===== src/hdl/sads_pkg.sv =====
// Shared types and operation codes for the two-stacks-in-one-array block.
`timescale 1ns / 1ps

package sads_pkg;

   localparam int FUNC_W = 3;
   localparam int WORD_W = 32;

   localparam logic [FUNC_W-1:0] FUNC_PUSH_LEFT  = 3'd0;
   localparam logic [FUNC_W-1:0] FUNC_PUSH_RIGHT = 3'd1;
   localparam logic [FUNC_W-1:0] FUNC_POP_LEFT   = 3'd2;
   localparam logic [FUNC_W-1:0] FUNC_POP_RIGHT  = 3'd3;
   localparam logic [FUNC_W-1:0] FUNC_PEEK_LEFT  = 3'd4;
   localparam logic [FUNC_W-1:0] FUNC_PEEK_RIGHT = 3'd5;

   typedef struct packed {
      logic capture;
      logic execute;
      logic load_peek;
   } cmd_type;

   typedef struct packed {
      logic read_pending;
   } status_type;

endpackage


===== src/hdl/sads_ctrl.sv =====
// Controller state machine that sequences one request at a time through the datapath.
`timescale 1ns / 1ps

module sads_ctrl (
   input  logic                clock,
   input  logic                reset,
   input  logic                req_valid,
   output logic                req_ready,
   output logic                rsp_valid,
   input  logic                rsp_ready,
   input  sads_pkg::status_type status,
   output sads_pkg::cmd_type    cmd
);
   import sads_pkg::*;

   typedef enum logic [1:0] {IDLE, EXEC, READ, RESP} state_type;

   state_type state_ff;
   logic      req_ready_ff;
   logic      rsp_valid_ff;

   always_ff @(posedge clock) begin
      if (reset) begin
         state_ff     <= IDLE;
         req_ready_ff <= 1'b1;
         rsp_valid_ff <= 1'b0;
      end else begin
         case (state_ff)
            IDLE: begin
               if (req_valid && req_ready_ff) begin
                  state_ff     <= EXEC;
                  req_ready_ff <= 1'b0;
               end
            end
            EXEC: begin
               if (status.read_pending) begin
                  state_ff <= READ;
               end else begin
                  state_ff     <= RESP;
                  rsp_valid_ff <= 1'b1;
               end
            end
            READ: begin
               state_ff     <= RESP;
               rsp_valid_ff <= 1'b1;
            end
            RESP: begin
               if (rsp_ready) begin
                  state_ff     <= IDLE;
                  rsp_valid_ff <= 1'b0;
                  req_ready_ff <= 1'b1;
               end
            end
            default: begin
               state_ff     <= IDLE;
               req_ready_ff <= 1'b1;
               rsp_valid_ff <= 1'b0;
            end
         endcase
      end
   end

   assign req_ready     = req_ready_ff;
   assign rsp_valid     = rsp_valid_ff;
   assign cmd.capture   = req_valid && req_ready_ff;
   assign cmd.execute   = (state_ff == EXEC);
   assign cmd.load_peek = (state_ff == READ);

endmodule


===== config.mk =====
export PLATFORM = sky130hd
export DESIGN_NAME = sads_ctrl
export DESIGN_NICKNAME = d
export VERILOG_FILES = /design/src/hdl/sads_pkg.sv /design/src/hdl/sads_ctrl.sv
export SDC_FILE = /design/constraint.sdc
export NUM_CORES = 1
export LEC_CHECK = 0
export BUFFER_PORTS_ARGS = -buffer_cell sky130_fd_sc_hd__buf_2
export CORE_AREA = 5 5 42 44
export DETAILED_ROUTE_END_ITERATION = 12
export DIE_AREA = 0 0 47 49
export HOLD_SLACK_MARGIN = 0.12
export PLACE_DENSITY = 0.41
export SLEW_MARGIN = 20
export SYNTH_ARGS = -nofsm -noshare
export SYNTH_HDL_FRONTEND = slang
export SYNTH_SLANG_ARGS = --single-unit

===== constraint.sdc =====
create_clock -name clock -period 2.1 [get_ports clock]
set_clock_uncertainty 0.2 [all_clocks]
set_input_delay 0.105 -clock clock [delete_from_list [all_inputs] [get_ports clock]]
set_output_delay 0.105 -clock clock [all_outputs]
set_load 0.03 [all_outputs]

==> Flow_metrics.wiki <==
{| class="wikitable"
! Metric !! Value
|-
| GRT overflow || 0
|-
| Arrival time at the worst endpoint || between 1500 and 2000 ps
|-
| Worst-case clock buffer depth || 2
|-
| Global-route wire length before repair || slightly above 1000 um
|-
| Crit Path Class || flop to flop
|-
| Total iterations of the first detailed-routing run || 4
|-
| Num ports || 10
|-
| Tightest Pin Transition || 304.4 ps
|-
| Buffer type at the clock tree root || sky130_fd_sc_hd__clkbuf_4
|-
| Number of buffers inserted to repair setup after CTS || 0
|-
| Count of antenna diodes in the layout || 0
|-
| Number of CTS-inserted buffers || 3
|-
| Power density over cell area || ~1300 nW/um2
|-
| Post-synthesis net count || 45
|-
| Initial core utilization || between 20% and 30%
|-
| Worst endpoint required time || just over 2000 ps
|-
| Static power due to leakage || 0.0002016 uW
|-
| Result of the run || completed
|-
| Number of synthesis warnings || 0
|-
| Count of buffers from port buffering || 9
|-
| Clk Latency, worst-skew pair || about 230 ps
|-
| Area of the placeable core || approximately 1400 um2
|-
| Setup crit start || state_ff[0]$_SDFFE_PP0P_
|-
| Vertical die dimension || 49 um
|-
| Startpoint Class || flop
|-
| Synth Cell Area || between 200 and 300 um2
|-
| Peak Freq || around 0.63 GHz
|-
| Most common cell after layout, fill and taps aside || sky130_fd_sc_hd__buf_2
|-
| Routed via count divided by cell count || 4.303
|-
| Unrepaired setup endpoints after global routing || false
|-
| Synth cell types || 20
|-
| Worst-path fanout max || 5
|-
| Per-cell routed wire length || ~9.6 um
|-
| Hold violation count in the final report || 0
|-
| CTS hold repair buffers || 4
|-
| Max-slew violation total from the final report || 0
|-
| Number of nets in the final layout || 63
|-
| Post-synthesis area per instance || ~8.8 um2
|-
| Area enclosed by the die boundary || around 2300 um2
|-
| Number of enable flip-flop cells after synthesis || 0
|-
| Largest net degree at the start of global routing || 6
|-
| Final Setup Violations || 0
|-
| Max-capacitance violation count || 0
|-
| Fraction of layout cells with a size suffix above 1 || 30.00%
|-
| DR DRC count || 0
|-
| Worst min-delay path category || flop to flop
|-
| Final wirelength || 633 um
|-
| Number of antenna violations at the first check in global routing || 0
|-
| Endpoint class of the critical path || flop
|-
| GP Congestion || ~0.7
|-
| Chip Width || roughly 47 um
|-
| Clock tree from TritonCTS || yes
|-
| Resize count post-CTS || 0
|-
| Number of H-tree levels || 1
|-
| Final antenna-violating net count || 0
|-
| Overall Global Routing Usage || under 10%
|-
| Area growth syn-to-layout || 42.86%
|-
| Floorplan row count || 14
|-
| Relative slew margins || between 70% and 80%
|-
| Post-synthesis sequential area ratio || about 27%
|-
| Worst R2R Start || state_ff[0]$_SDFFE_PP0P_
|-
| Commonest non-fill, non-tap cells in the layout || sky130_fd_sc_hd__buf_2, sky130_fd_sc_hd__ha_1, sky130_fd_sc_hd__inv_1
|-
| Most instantiated flip-flop cell in the synthesis netlist || sky130_fd_sc_hd__dfxtp_1
|-
| Minimum clock period after layout || between 1500 and 2000 ps
|-
| Final period util || between 70% and 80%
|-
| Worst hold slack across all endpoints || around 290 ps
|-
| Number of global-route vias before repair || ~250
|-
| Number of register bits inferred by synthesis || 4
|-
| Post-CTS clock slew at the launch and capture registers of the worst setup and hold paths || ~40 ps
|-
| Max IR drop VDD || 0.0004366 V
|-
| Origin of the worst min-delay path || rsp_valid$_SDFFE_PP0P_
|-
| Sinks on the clock net || 4
|-
| Fraction of registers with async set/reset || 0%
|-
| Via count || between 200 and 300
|-
| Setup TNS || 0 ps
|-
| Cells after Synth || 34
|-
| Detailed router's first-iteration violation count || 7
|}
[worst paths after layout]
kind,end,slack (ps),cells past startpoint
worst min-delay path,rsp_valid$_SDFFE_PP0P_,290,1
worst min register to register,rsp_valid$_SDFFE_PP0P_,290,1
worst max register to register,state_ff[0]$_SDFFE_PP0P_,510,5
worst max-delay path,state_ff[0]$_SDFFE_PP0P_,510,5
[layout make-up]
class                   count  area, um2
fillers                   158      975.9
multi-input cells          25      198.9
repair buffers             13      85.08
flip-flops and latches      4      80.08
clock buffers               3      22.52
well taps                  16      20.02
inverters                   5      18.77
[stage by stage]
step / cell area [um2] / util [%] / power (uW) / setup WS, ps / cells
floorplan: 297.8 / - / 392.4 / 523.9 / 34
global placement: 362.8 / 25.89 / 475.9 / 467.4 / 59
detailed placement: 362.8 / 25.89 / 465.6 / 514.8 / 59
CTS: 425.4 / 30.36 / 569.2 / 511.6 / 66
global route: 425.4 / 30.36 / 620.8 / 411.1 / 66
finish: 425.4 / 30.36 / 562.7 / 511.5 / 66
[flip-flops by register name (all words and copies together) (netlist names)]
signal,flops
rsp_valid,1
req_ready,1
state_ff,2
[cell families after synthesis]
family	Yosys count	share of synthesized area, %
AOI/OAI and AO/OA	11	27.73
and+or+nand+nor	8	13.87
adders and majority gates	6	25.21
buffers and inverters	5	6.303
DFF	4	26.89
[layer usage]
layer  vias to the layer above  global-route usage, %  wire length [um]
met5                         -                      0                 0
met2                         9                  8.145               270
li1                        153                      -                 -
met4                         0                  1.382                 0
met1                       122                  7.675               306
met3                         0                  5.535                56
[worst max-delay path, cell delays in order (launching register included)]
cell and delay (ps):
sky130_fd_sc_hd__dfxtp_1 400, sky130_fd_sc_hd__inv_1 110, sky130_fd_sc_hd__ha_1 230, sky130_fd_sc_hd__a21bo_2 230
sky130_fd_sc_hd__a31oi_1 80, sky130_fd_sc_hd__a311oi_1 240
[synth_stat cells (2+ instances only)]
| cell | instances | area share, % |
|---|---|---|
| sky130_fd_sc_hd__a21oi_1 | 2 | 3.4 |
| sky130_fd_sc_hd__dfxtp_1 | 4 | 27 |
| sky130_fd_sc_hd__ha_1 | 6 | 25 |
| sky130_fd_sc_hd__inv_1 | 5 | 6.3 |
| sky130_fd_sc_hd__nand2_1 | 2 | 2.5 |
[power by group]
| part | internal [uW] | leakage (uW) | switching, uW |
|---|---|---|---|
| Combinational | 131 | 0.000155 | 196 |
| Sequential | 109 | 0.0000332 | 33.6 |
| Clock | 63.7 | 0.0000138 | 28.6 |
Power figures use the tool's default switching activity.
